### src/rtl/core/wildcard_byte_pattern_search_unit_macros.svh
// Assertion macros shared by the wildcard byte pattern search unit.
// Used by files under rtl/core; expects clk and rst_n in scope.
`ifndef WILDCARD_BYTE_PATTERN_SEARCH_UNIT_MACROS_SVH
`define WILDCARD_BYTE_PATTERN_SEARCH_UNIT_MACROS_SVH

// Same-cycle implication, inactive while in reset
`define WBPS_ASSERT_NOW(label, ante, cons) \
    label: assert property (@(posedge clk) disable iff (!rst_n) (ante) |-> (cons)) \
        else $error("wbps assertion failed");

// Next-cycle implication, inactive while in reset
`define WBPS_ASSERT_NEXT(label, ante, cons) \
    label: assert property (@(posedge clk) disable iff (!rst_n) (ante) |=> (cons)) \
        else $error("wbps assertion failed");

`endif

### src/rtl/core/wbps_pkg.sv
// Package for the wildcard byte pattern search unit: widths, types, register codes.
// No dependencies; imported by the interfaces, the window cell and the top level.
package wbps_pkg;

    localparam int MAX_PATTERN_BYTES = 16;
    localparam int POS_W             = $clog2(MAX_PATTERN_BYTES);
    localparam int LEN_W             = POS_W + 1;
    localparam int CNT_W             = 32;
    localparam int CFG_IDX_W         = 3;
    localparam int CFG_DATA_W        = 64;
    localparam int BYTES_PER_WORD    = 8;

    typedef logic [7:0]       byte_t;
    typedef logic [POS_W-1:0] pos_t;
    typedef logic [LEN_W-1:0] len_t;
    typedef logic [CNT_W-1:0] cnt_t;

    // Configuration register indexes
    typedef enum logic [CFG_IDX_W-1:0] {
        CFG_PATTERN_LENGTH     = 3'd0,
        CFG_PATTERN_BYTES_LOW  = 3'd1,
        CFG_PATTERN_BYTES_HIGH = 3'd2,
        CFG_WILDCARD_MASK      = 3'd3
    } cfg_reg_t;

    // Pattern set-up broadcast to every window cell
    typedef struct packed {
        len_t                                eff_len;
        logic [MAX_PATTERN_BYTES-1:0][7:0]   pat;
        logic [MAX_PATTERN_BYTES-1:0]        wild;
    } scan_cfg_t;

    localparam cnt_t CNT_MAX = '1;

endpackage

### src/rtl/core/wbps_if.sv
// Stream interfaces for the wildcard byte pattern search unit (byte in, result out).
// Depends on wbps_pkg.
interface wbps_in_if;
    import wbps_pkg::*;

    logic  valid;
    logic  ready;
    byte_t data_byte;
    logic  last_byte;

    modport source (output valid, output data_byte, output last_byte, input ready);
    modport sink   (input valid, input data_byte, input last_byte, output ready);
endinterface

interface wbps_out_if;
    import wbps_pkg::*;

    logic valid;
    logic ready;
    logic found;
    cnt_t match_offset;

    modport source (output valid, output found, output match_offset, input ready);
    modport sink   (input valid, input found, input match_offset, output ready);
endinterface

### src/rtl/core/wbps_cell.sv
// One window cell: holds a byte of the search window, passes it on to the next
// cell on each shift and compares it with its pattern position. Depends on wbps_pkg.
module wbps_cell (
    input  logic                clk,
    input  logic                shift_en,
    input  wbps_pkg::byte_t     byte_in,
    input  wbps_pkg::pos_t      cell_idx,
    input  wbps_pkg::scan_cfg_t cfg,
    output wbps_pkg::byte_t     byte_out,
    output logic                hit
);
    import wbps_pkg::*;

    byte_t byte_reg;
    len_t  sel_full;
    pos_t  sel;
    logic  active;

    // Window byte, shifts towards older positions
    always_ff @(posedge clk)
    begin
        if (shift_en)
        begin
            byte_reg <= byte_in;
        end
    end

    assign byte_out = byte_reg;

    // Cell j lines up with pattern position len-1-j; cells past the length always hit
    always_comb
    begin
        active   = ({1'b0, cell_idx} < cfg.eff_len);
        sel_full = cfg.eff_len - {1'b0, cell_idx} - len_t'(1);
        sel      = sel_full[POS_W-1:0];
        hit      = !active || cfg.wild[sel] || (byte_reg == cfg.pat[sel]);
    end

endmodule

### src/rtl/core/wildcard_byte_pattern_search_unit.sv
// Top level of the wildcard byte pattern search unit.
// Depends on wbps_pkg, wbps_if, wbps_cell and the assertion macro header.
//
// Usage:
//   din carries one buffer byte per beat, last_byte marking the buffer's end.
//   dout gives one beat per buffer, on its last byte: found and the offset of
//   the first match start (0 when not found).
//   Configuration is written through cfg_we / cfg_index / cfg_data while idle;
//   index 0 pattern length, 1 and 2 the pattern bytes, 3 the wildcard mask.
// Throughput: one byte per cycle. The byte enters a row of 16 window cells at
//   acceptance; every cell then compares its byte in parallel in the compare
//   stage, and the match flag and offset are latched as the byte leaves it.
// Result path: the last byte is shifted into the window, then its compare
//   result is registered into the result register that drives dout.
// Stalls: the result register holds a finished beat while dout is stalled and
//   bytes of the next buffer keep flowing; only the next buffer's last byte
//   waits in the compare stage, and din.ready drops until dout frees.
// Reset: rst_n (asynchronous, active low) clears the configuration and control
//   registers, the byte count and the match latch; the window needs no clearing
//   as the byte count masks stale bytes.
`include "wildcard_byte_pattern_search_unit_macros.svh"

module wildcard_byte_pattern_search_unit (
    input  logic                                clk,
    input  logic                                rst_n,
    input  logic                                cfg_we,
    input  logic [wbps_pkg::CFG_IDX_W-1:0]      cfg_index,
    input  logic [wbps_pkg::CFG_DATA_W-1:0]     cfg_data,
    wbps_in_if.sink                             din,
    wbps_out_if.source                          dout
);
    import wbps_pkg::*;

    // Configuration registers
    logic [4:0]                   pattern_length_reg;
    logic [CFG_DATA_W-1:0]        pattern_bytes_low_reg;
    logic [CFG_DATA_W-1:0]        pattern_bytes_high_reg;
    logic [MAX_PATTERN_BYTES-1:0] wildcard_mask_reg;

    scan_cfg_t scan_cfg;

    // Scan state
    cnt_t cnt_reg;
    cnt_t cnt_next;
    cnt_t cnt_base;
    logic restart_reg;
    logic eval_vld_reg;
    logic eval_last_reg;
    logic match_lat_reg;
    logic match_lat_next;
    cnt_t off_reg;
    cnt_t off_next;

    // Result register
    logic out_vld_reg;
    logic out_vld_next;
    logic out_found_reg;
    cnt_t out_off_reg;

    logic accept;
    logic out_free;
    logic eval_go;
    logic match_now;
    cnt_t cand_off;
    logic res_found;
    cnt_t res_off;

    logic [MAX_PATTERN_BYTES-1:0] hit_vec;
    byte_t                        win_byte [MAX_PATTERN_BYTES];

    // Configuration writes
    always_ff @(posedge clk or negedge rst_n)
    begin
        if (!rst_n)
        begin
            pattern_length_reg     <= '0;
            pattern_bytes_low_reg  <= '0;
            pattern_bytes_high_reg <= '0;
            wildcard_mask_reg      <= '0;
        end
        else if (cfg_we)
        begin
            unique case (cfg_index)
                CFG_PATTERN_LENGTH:     pattern_length_reg     <= cfg_data[4:0];
                CFG_PATTERN_BYTES_LOW:  pattern_bytes_low_reg  <= cfg_data;
                CFG_PATTERN_BYTES_HIGH: pattern_bytes_high_reg <= cfg_data;
                CFG_WILDCARD_MASK:
                    wildcard_mask_reg <= cfg_data[MAX_PATTERN_BYTES-1:0];
                default: ;
            endcase
        end
    end

    // Pattern set-up for the cells; lengths above the window are clamped
    always_comb
    begin
        if (pattern_length_reg > 5'(MAX_PATTERN_BYTES))
        begin
            scan_cfg.eff_len = len_t'(MAX_PATTERN_BYTES);
        end
        else
        begin
            scan_cfg.eff_len = len_t'(pattern_length_reg);
        end
        for (int k = 0; k < BYTES_PER_WORD; k++)
        begin
            scan_cfg.pat[k]                  = pattern_bytes_low_reg[8*k +: 8];
            scan_cfg.pat[k + BYTES_PER_WORD] = pattern_bytes_high_reg[8*k +: 8];
        end
        scan_cfg.wild = wildcard_mask_reg;
    end

    // Handshake: compare stage stalls only on a last byte with the result full
    assign out_free  = !out_vld_reg || dout.ready;
    assign eval_go   = eval_vld_reg && (!eval_last_reg || out_free);
    assign din.ready = !eval_vld_reg || eval_go;
    assign accept    = din.valid && din.ready;

    // Window cells
    for (genvar j = 0; j < MAX_PATTERN_BYTES; j++)
    begin : g_cell
        byte_t cell_in;
        if (j == 0)
        begin : g_head
            assign cell_in = din.data_byte;
        end
        else
        begin : g_body
            assign cell_in = win_byte[j-1];
        end

        wbps_cell u_cell (
            .clk      (clk),
            .shift_en (accept),
            .byte_in  (cell_in),
            .cell_idx (pos_t'(j)),
            .cfg      (scan_cfg),
            .byte_out (win_byte[j]),
            .hit      (hit_vec[j])
        );
    end

    // Byte count, saturating, restarted by the first byte after a last byte
    always_comb
    begin
        cnt_base = restart_reg ? '0 : cnt_reg;
        cnt_next = (cnt_base == CNT_MAX) ? cnt_base : cnt_base + cnt_t'(1);
    end

    always_ff @(posedge clk or negedge rst_n)
    begin
        if (!rst_n)
        begin
            cnt_reg       <= '0;
            restart_reg   <= 1'b0;
            eval_vld_reg  <= 1'b0;
            eval_last_reg <= 1'b0;
        end
        else
        begin
            if (accept)
            begin
                cnt_reg       <= cnt_next;
                restart_reg   <= din.last_byte;
                eval_last_reg <= din.last_byte;
            end
            if (accept)
            begin
                eval_vld_reg <= 1'b1;
            end
            else if (eval_go)
            begin
                eval_vld_reg <= 1'b0;
            end
        end
    end

    // Compare stage: window match, first-match latch and result
    always_comb
    begin
        match_now = (&hit_vec) && (cnt_reg >= cnt_t'(scan_cfg.eff_len));
        cand_off  = (scan_cfg.eff_len == '0) ? '0 : cnt_reg - cnt_t'(scan_cfg.eff_len);
        res_found = match_lat_reg || match_now;
        if (match_lat_reg)
        begin
            res_off = off_reg;
        end
        else if (match_now)
        begin
            res_off = cand_off;
        end
        else
        begin
            res_off = '0;
        end

        match_lat_next = match_lat_reg;
        off_next       = off_reg;
        if (eval_go)
        begin
            if (eval_last_reg)
            begin
                match_lat_next = 1'b0;
                off_next       = '0;
            end
            else if (!match_lat_reg && match_now)
            begin
                match_lat_next = 1'b1;
                off_next       = cand_off;
            end
        end

        out_vld_next = out_vld_reg;
        if (eval_go && eval_last_reg)
        begin
            out_vld_next = 1'b1;
        end
        else if (dout.ready)
        begin
            out_vld_next = 1'b0;
        end
    end

    always_ff @(posedge clk or negedge rst_n)
    begin
        if (!rst_n)
        begin
            match_lat_reg <= 1'b0;
            off_reg       <= '0;
            out_vld_reg   <= 1'b0;
        end
        else
        begin
            match_lat_reg <= match_lat_next;
            off_reg       <= off_next;
            out_vld_reg   <= out_vld_next;
        end
    end

    // Result payload
    always_ff @(posedge clk)
    begin
        if (eval_go && eval_last_reg)
        begin
            out_found_reg <= res_found;
            out_off_reg   <= res_off;
        end
    end

    assign dout.valid        = out_vld_reg;
    assign dout.found        = out_found_reg;
    assign dout.match_offset = out_off_reg;

    // Checks
    `WBPS_ASSERT_NOW(a_offset_zero_when_absent, dout.valid && !dout.found,
                     dout.match_offset == '0)
    `WBPS_ASSERT_NEXT(a_accept_loads_compare, accept, eval_vld_reg)
    `WBPS_ASSERT_NEXT(a_last_clears_latch, eval_go && eval_last_reg, !match_lat_reg)
    `WBPS_ASSERT_NOW(a_offset_within_count, match_lat_reg, off_reg <= cnt_reg)

endmodule

### src/flat_wrapper.sv
// flat-port wrapper written by rule: the top's interface ports become plain ports
module wildcard_byte_pattern_search_unit_flat import wbps_pkg::*;
  (clk, rst_n, cfg_we, cfg_index, cfg_data, din_valid, din_data_byte, din_last_byte, din_ready, dout_valid, dout_found, dout_match_offset, dout_ready);
  wbps_in_if din_i ();
  wbps_out_if dout_i ();
  input  logic clk;
  input  logic rst_n;
  input  logic cfg_we;
  input  logic [wbps_pkg::CFG_IDX_W-1:0] cfg_index;
  input  logic [wbps_pkg::CFG_DATA_W-1:0] cfg_data;
  input wire logic [$bits(din_i.valid)-1:0] din_valid;
  input wire logic [$bits(din_i.data_byte)-1:0] din_data_byte;
  input wire logic [$bits(din_i.last_byte)-1:0] din_last_byte;
  output wire logic [$bits(din_i.ready)-1:0] din_ready;
  output wire logic [$bits(dout_i.valid)-1:0] dout_valid;
  output wire logic [$bits(dout_i.found)-1:0] dout_found;
  output wire logic [$bits(dout_i.match_offset)-1:0] dout_match_offset;
  input wire logic [$bits(dout_i.ready)-1:0] dout_ready;
  assign din_i.valid = din_valid;
  assign din_i.data_byte = din_data_byte;
  assign din_i.last_byte = din_last_byte;
  assign din_ready = din_i.ready;
  assign dout_valid = dout_i.valid;
  assign dout_found = dout_i.found;
  assign dout_match_offset = dout_i.match_offset;
  assign dout_i.ready = dout_ready;
  wildcard_byte_pattern_search_unit u_core (.clk(clk), .rst_n(rst_n), .cfg_we(cfg_we), .cfg_index(cfg_index), .cfg_data(cfg_data), .din(din_i), .dout(dout_i));
endmodule
### config.mk
export PLATFORM = sky130hd
export DESIGN_NAME = wildcard_byte_pattern_search_unit_flat
export DESIGN_NICKNAME = d
export VERILOG_FILES = /design/src/rtl/core/wbps_pkg.sv /design/src/rtl/core/wbps_if.sv /design/src/rtl/core/wbps_cell.sv /design/src/rtl/core/wildcard_byte_pattern_search_unit.sv /design/src/flat_wrapper.sv
export VERILOG_INCLUDE_DIRS = /design/src /design/src/rtl/core
export SDC_FILE = /design/constraint.sdc
export NUM_CORES = 1
export LEC_CHECK = 0
export BUFFER_PORTS_ARGS = -buffer_cell sky130_fd_sc_hd__buf_2
export CORE_UTILIZATION = 35
export DETAILED_ROUTE_END_ITERATION = 6
export RECOVER_POWER = 50
export REMOVE_ABC_BUFFERS = 1
export SLEW_MARGIN = 0
export SYNTH_ARGS = -nofsm -noshare
export SYNTH_HDL_FRONTEND = slang
export SYNTH_SLANG_ARGS = --single-unit
### constraint.sdc
create_clock -name clk -period 5.3 [get_ports clk]
set_input_delay 0.53 -clock clk [delete_from_list [all_inputs] [get_ports clk]]
set_output_delay 0.53 -clock clk [all_outputs]
set_load 0.05 [all_outputs]
======== Word-level counts from Yosys, hierarchy flattened ========
Cells that the tools add are included.
storage, ports and cells
  flip-flop bits (word level) ............. 378
  input bits .............................. 81
  word-level logic and storage cells ...... 264
  output and inout bits ................... 35
operators by class
  multiplexer cells ....................... 78
  add/sub/neg operators ................... 32
  reductions and logical operators ........ 72
  eq/ne operators ......................... 20
  $lt $le $gt $ge ......................... 34
operator list
  cell                     number
  $bmux W8 S4              16
  $mux W32                 7
  $eq A8 B8 Y1             16
  $mux W8                  16
  $lt A4 B5 Y1 const B     16
  $bmux W1 S4              16
  $sub A4 B1 Y4 const B    16
  $lt A4 B5 Y1 const A     8
  $logic_or A1 B1 Y1       36
  $add A32 B1 Y32 const B  1
  $eq A32 B32 Y1 const B   1
  $ge A32 B5 Y1            1
  $sub A32 B5 Y32          1
  $sub A4 B4 Y4 const B    8
  $mux W1                  22
  $logic_not A1 Y1         20
  $lt A3 B5 Y1 const A     4
  $reduce_and A16 Y1       1
  $sub A4 B3 Y4 const B    4
  $lt A1 B5 Y1 const A     2
  $lt A2 B5 Y1 const A     2
  $reduce_and A2 Y1        5
  $sub A4 B2 Y4 const B    2
  $eq A3 B2 Y1 const B     2
  other kinds (7)          13

======== Longest topological paths before layout ========
  depth after elaboration ................. 13
  mapped depth ............................ 25

======== Hierarchy ========
From an unflattened synthesis, not the netlist that was laid out.
unflattened totals
  cells, all modules ...................... 4633
  area, all modules ....................... 44840.5 sq um
modules (own cells, without submodules)
  module                             area each (sq um)  times used  cells an instance
  wbps_cell                          2118.3             16          235
  wildcard_byte_pattern_search_unit  10948.0            1           873

======== Least setup slack after synthesis ========
Ideal clock, no wire load.
  kind .................................... register -> register
  from .................................... register u_core.pattern_length_reg[0]
  to ...................................... register u_core.out_off_reg[15] (netlist: u_core.dout.match_offset[15]), data pin
  data required time ...................... 5.120 ns
  path buffers ............................ 10
  clock period less this slack ............ 5.278 ns
  cell stages (with the launch flop) ...... 22
  arrival time ............................ 5.097 ns
  setup slack ............................. 0.022 ns
  cells stage by stage .................... dfrtp_1 > buf_6 > nand2b_2 > buf_6 > buf_2 > buf_2 > buf_2 > buf_2 > buf_2 > ha_1 > clkbuf_1 > clkbuf_1 > mux4_2 > mux2i_1 > xor2_1 > o22ai_1 > a2111oi_0 > nand3_1 > a211oi_2 > nand3_4 > buf_6 > o41ai_2
on the way
  word-level cells in the longest chain between the ends .. 12
  elaborated cells between the ends (all ways) .. 184
  classes of those cells .................. 31 x add/sub; 18 x order compare; 16 x eq/ne; 68 x mux; 51 x reduce/logical
RTL lines
  what                                                             RTL line                                  RTL
  start: declaration                                               wildcard_byte_pattern_search_unit.sv:35   logic [4:0] pattern_length_reg;
  start signal: assignment                                         wildcard_byte_pattern_search_unit.sv:84   CFG_PATTERN_LENGTH: pattern_length_reg <= cfg_data[4:0];
  $gt A5 B5 Y1                                                     wildcard_byte_pattern_search_unit.sv:97   if (pattern_length_reg > 5'(MAX_PATTERN_BYTES))
  $mux W5 *                                                        wildcard_byte_pattern_search_unit.sv:97
  $sub A4 B4 Y4 (tied with other cells)                            wbps_cell.sv:34                           sel_full = cfg.eff_len - {1'b0, cell_idx} - len_t'(1);
  $sub A4 B1 Y4                                                    wbps_cell.sv:34
  $bmux W8 S4 / $bmux W1 S4 (equally long branches)                wbps_cell.sv:36                           hit = !active || cfg.wild[sel] || (byte_reg == cfg.pat[sel]);
  $mux W8 (implied by the code) / $mux W1 (equally long branches)  wbps_cell.sv:36
  $eq A8 B8 Y1 / $logic_or A1 B1 Y1 (equally long branches)        wbps_cell.sv:36
  $logic_or A1 B1 Y1                                               wbps_cell.sv:36
  $reduce_and A16 Y1                                               wildcard_byte_pattern_search_unit.sv:181  match_now = (&hit_vec) && (cnt_reg >= cnt_t'(scan_cfg.eff_len));
  $logic_and A1 B1 Y1                                              wildcard_byte_pattern_search_unit.sv:181
  $mux W32 *                                                       wildcard_byte_pattern_search_unit.sv:188  else if (match_now)
  $mux W32 *                                                       wildcard_byte_pattern_search_unit.sv:184  if (match_lat_reg)
  via u_core.res_off[15]                                           wildcard_byte_pattern_search_unit.sv:66   cnt_t res_off;
  end signal: assignment                                           wildcard_byte_pattern_search_unit.sv:246  out_off_reg <= res_off;
  end: declaration                                                 wildcard_byte_pattern_search_unit.sv:58   cnt_t out_off_reg;
The timed path passes the listed nets; every way through them passes the cells marked *. The select of a mux whose other input is x is not followed.
A chain may end at the register's enable or synchronous reset.

======== Worst setup path in the final report ========
  from .................................... register u_core.pattern_length_reg[4]
  to ...................................... register u_core.out_off_reg[27] (netlist: u_core.dout.match_offset[27]), data pin
Same word-level chain as after synthesis.

==> results.json <==
{
  "die-area_um2": 79000,
  "placed_area_um2": 30200,
  "hold_ws_ns": 0.0886,
  "hp-class": "in -> reg",
  "finalPower_uw": 17400,
  "grt_overflow": 0,
  "dr.pass1.iters": 7,
  "fin_cells": 3860,
  "postLayoutSetupSlackWorst_ns": 0.184,
  "largest_reg_flops": 128,
  "drive_gt1_share_pct": 24.5,
  "finalNetCount": 2884,
  "async_flop_share_pct": 57.4,
  "gp_congestion": 1.05,
  "power_density_nw_per_um2": 547,
  "route.detailed.wl_per_inst_um": 30.3,
  "cts_made_buffers": 48,
  "place_hpwl_um": 88600,
  "relSlewSlack_pct": -198,
  "synth_cell_types": 96,
  "via_per_inst": 6.28,
  "violations": "max-capacitance violations, max-slew violations",
  "ys_seq_area_share_pct": 37.6,
  "antenna_found_initial": 3,
  "cp_max_fo": 27,
  "syn_inst": 2611,
  "fp-row-count": 101,
  "cts_sinks": 378,
  "io_buffers": 115,
  "grt_use_total_pct": 29.3,
  "path_clk_slew_ns": 0.06,
  "final_area_um2": 31900,
  "grt_use_met1_pct": 39.2,
  "root_buffer": "clkbuf_16",
  "hold_viol": 0,
  "synth_top_area_cell": "dfrtp_1",
  "remaining_drc_errors": 0,
  "num_io_pins": 116,
  "met2_usage_pct": 47.1,
  "coreArea_um2": 76500,
  "fmax_mhz": 195,
  "yosysWarnings": 0,
  "area_delta_synth_final_pct": 17.1,
  "yosys.area.top_type_share_pct": 19.9,
  "timing.final.crit_share_pct": 96.5,
  "worstMarginPinSlew_ns": 4.46,
  "clockBufferDepth": 3,
  "dp_cells": 3764,
  "clk_latency_ns": 0.61,
  "vias": 24200,
  "synth_flop_cell": "dfrtp_1",
  "setup_viol": 0,
  "grt_max_degree": 92,
  "grt_use_met3_pct": 3.92,
  "grt_pass1_vias": 23200,
  "drtIter0Drc": 3259,
  "synth_edf_count": 161,
  "top_usage_layer": "met2",
  "peakVddDrop_uv": 255,
  "synth_area_um2": 27300,
  "worstSetupPathType": "reg -> reg",
  "drt_wl_total_um": 117000,
  "fin_crit_ns": 5.12,
  "synth-seq-cells": 378,
  "power_leakage_uw": 0.0127,
  "drtAntennaViolNets": 0,
  "ys_top_cells_by_area": "dfrtp_1 (20%), edfxtp_1 (18%), mux2i_1 (11%)",
  "crit_path_end_kind": "flop",
  "start_kind": "flop",
  "pre_cts_ws_ns": 0.125,
  "cts_tree": "built",
  "slew_violations": 240,
  "htree_levels": 2,
  "cp.required_ns": 5.75,
  "outcome": "finished with violations",
  "cp.arrival_ns": 5.56,
  "start_util_pct": 35.7,
  "finClkSkew_ns": 0.0377,
  "rsz0062_at_grt": "false",
  "die_w_um": 281,
  "maxCapViolations": 4,
  "fp.dieH_um": 281,
  "avgSynthCellArea_um2": 10.4,
  "fillers": 7365,
  "grt_pass1_wl_um": 168000
}
==> cells by family after synthesis <==
group | after synthesis | share of synthesized area, %
XOR/XNOR | 192 | 6.19
flip-flops | 378 | 37.6
AO/OA/AOI/OAI | 564 | 15.2
adder cells (fa/ha/maj) | 16 | 0.743
buffers and inverters | 239 | 4.08
multiplexers | 531 | 23.2
AND/OR/NAND/NOR | 691 | 12.9
==> report_power, final <==
part           leakage [uW]  total (uW)  switching [uW]  internal (uW)
clock              0.000829        3570            1400           2170
sequential          0.00429        4070             632           3440
combinational       0.00763        9810            5970           3830
total                0.0127       17400            8000           9450
==> cells in the final DEF (no fill, tap or decap), types with 13 or more instances in the layout <==
cell	netlist	final
inv_1	31	29
o21ai_0	100	100
mux2i_1	295	294
buf_12	0	28
o41ai_2	16	16
edfxtp_1	161	161
nand3_1	60	60
mux4_2	64	64
nor4_1	16	15
buf_4	11	182
a22o_1	35	35
nor2_1	131	130
clkbuf_1	82	52
xnor2_1	94	93
clkbuf_16	0	53
a22oi_1	37	37
a31oi_1	23	23
dfrtp_1	217	212
nor3b_1	17	17
a211oi_1	40	40
xor2_1	97	97
and2_1	14	14
o22a_1	16	16
o22ai_1	22	22
o211ai_1	34	34
nor3_1	44	43
nand4_1	23	23
or2_2	13	13
buf_2	85	80
and3_1	25	25
nand2_1	234	234
a21oi_1	77	75
nand2b_1	23	22
a2bb2oi_1	19	19
mux2_2	170	169
==> final timing paths <==
path,from,endpoint,slack [ns],cells after the start
min,din_data_byte[6],u_core.g_cell[0].u_cell.byte_out[6],0.09,1
min in group asynchronous,rst_n,u_core.off_reg[15],1.20,2
max,u_core.pattern_length_reg[4],u_core.dout.match_offset[27],0.18,19
max reg2reg,u_core.pattern_length_reg[4],u_core.dout.match_offset[27],0.18,19
max in group asynchronous,rst_n,u_core.pattern_length_reg[0],2.31,2
min reg2reg,u_core.g_cell[2].u_cell.byte_out[4],u_core.g_cell[3].u_cell.byte_out[4],0.47,0
==> timing repair <==
action                                  CTS  global route
endpoints found under the hold margin    65             0
endpoints found under the setup margin    0            62
buffers inserted                          0             4
resized for setup                         0             6
hold buffers                              1             0
==> area by class of cell <==
class	count	area [um2]	area share, %
Clock buffer	71	1430	4.49
Timing Repair Buffer	331	2490	7.81
Multi-Input combinational cell	1994	16000	50.2
Inverter	36	146	0.459
Sequential cell	378	10300	32.2
Tap cell	1030	1290	4.04
Antenna cell	1	2.50	0.00784
Clock inverter	19	267	0.835
==> critical path: stages (launching register included) <==
cell      delay, ns
dfrtp_2        0.46
nand2b_2       0.29
clkinv_1       0.18
ha_2           0.28
a21oi_1        0.26
xor2_1         0.75
nor2_1         0.13
buf_4          0.26
mux2i_1        0.18
mux2i_1        0.11
xnor2_1        0.28
buf_4          0.19
nand3_1        0.08
o31ai_1        0.34
and4_1         0.23
buf_4          0.15
nand3_4        0.08
buf_12         0.17
nor3_4         0.31
a22o_1         0.20
==> per-stage QoR <==
stage | TNS [ns] | utilization (%)
2_1_floorplan | -735.19 | -
3_3_place_gp | -27.94 | 39.5
3_5_place_dp | 0 | 39.5
4_1_cts | 0 | 41.8
5_1_grt | 0 | 41.8
6_report | 0 | 41.8
==> metal layers <==
| metal | vias up | part of all wire, % |
|---|---|---|
| li1 | 10300 | - |
| met1 | 12300 | 41 |
| met2 | 1391 | 46 |
| met3 | 249 | 8.0 |
| met4 | 2 | 4.9 |
| met5 | - | 0.011 |
==> Yosys cell counts, types with 17 or more instances <==
cell type / instances
a2bb2oi_1: 19
mux4_2: 64
xnor2_1: 94
o22ai_1: 22
dfrtp_1: 217
edfxtp_1: 161
clkbuf_1: 82
nor2_1: 131
and3_1: 25
a31oi_1: 23
nand3_1: 60
a21oi_1: 77
nor3b_1: 17
nand2_1: 234
mux2_2: 170
nor3_1: 44
o211ai_1: 34
a22oi_1: 37
nand4_1: 23
xor2_1: 97
o21ai_0: 100
mux2i_1: 295
a211oi_1: 40
nand2b_1: 23
a22o_1: 35
inv_1: 31
buf_2: 85
(Power assumes the default switching activity.)
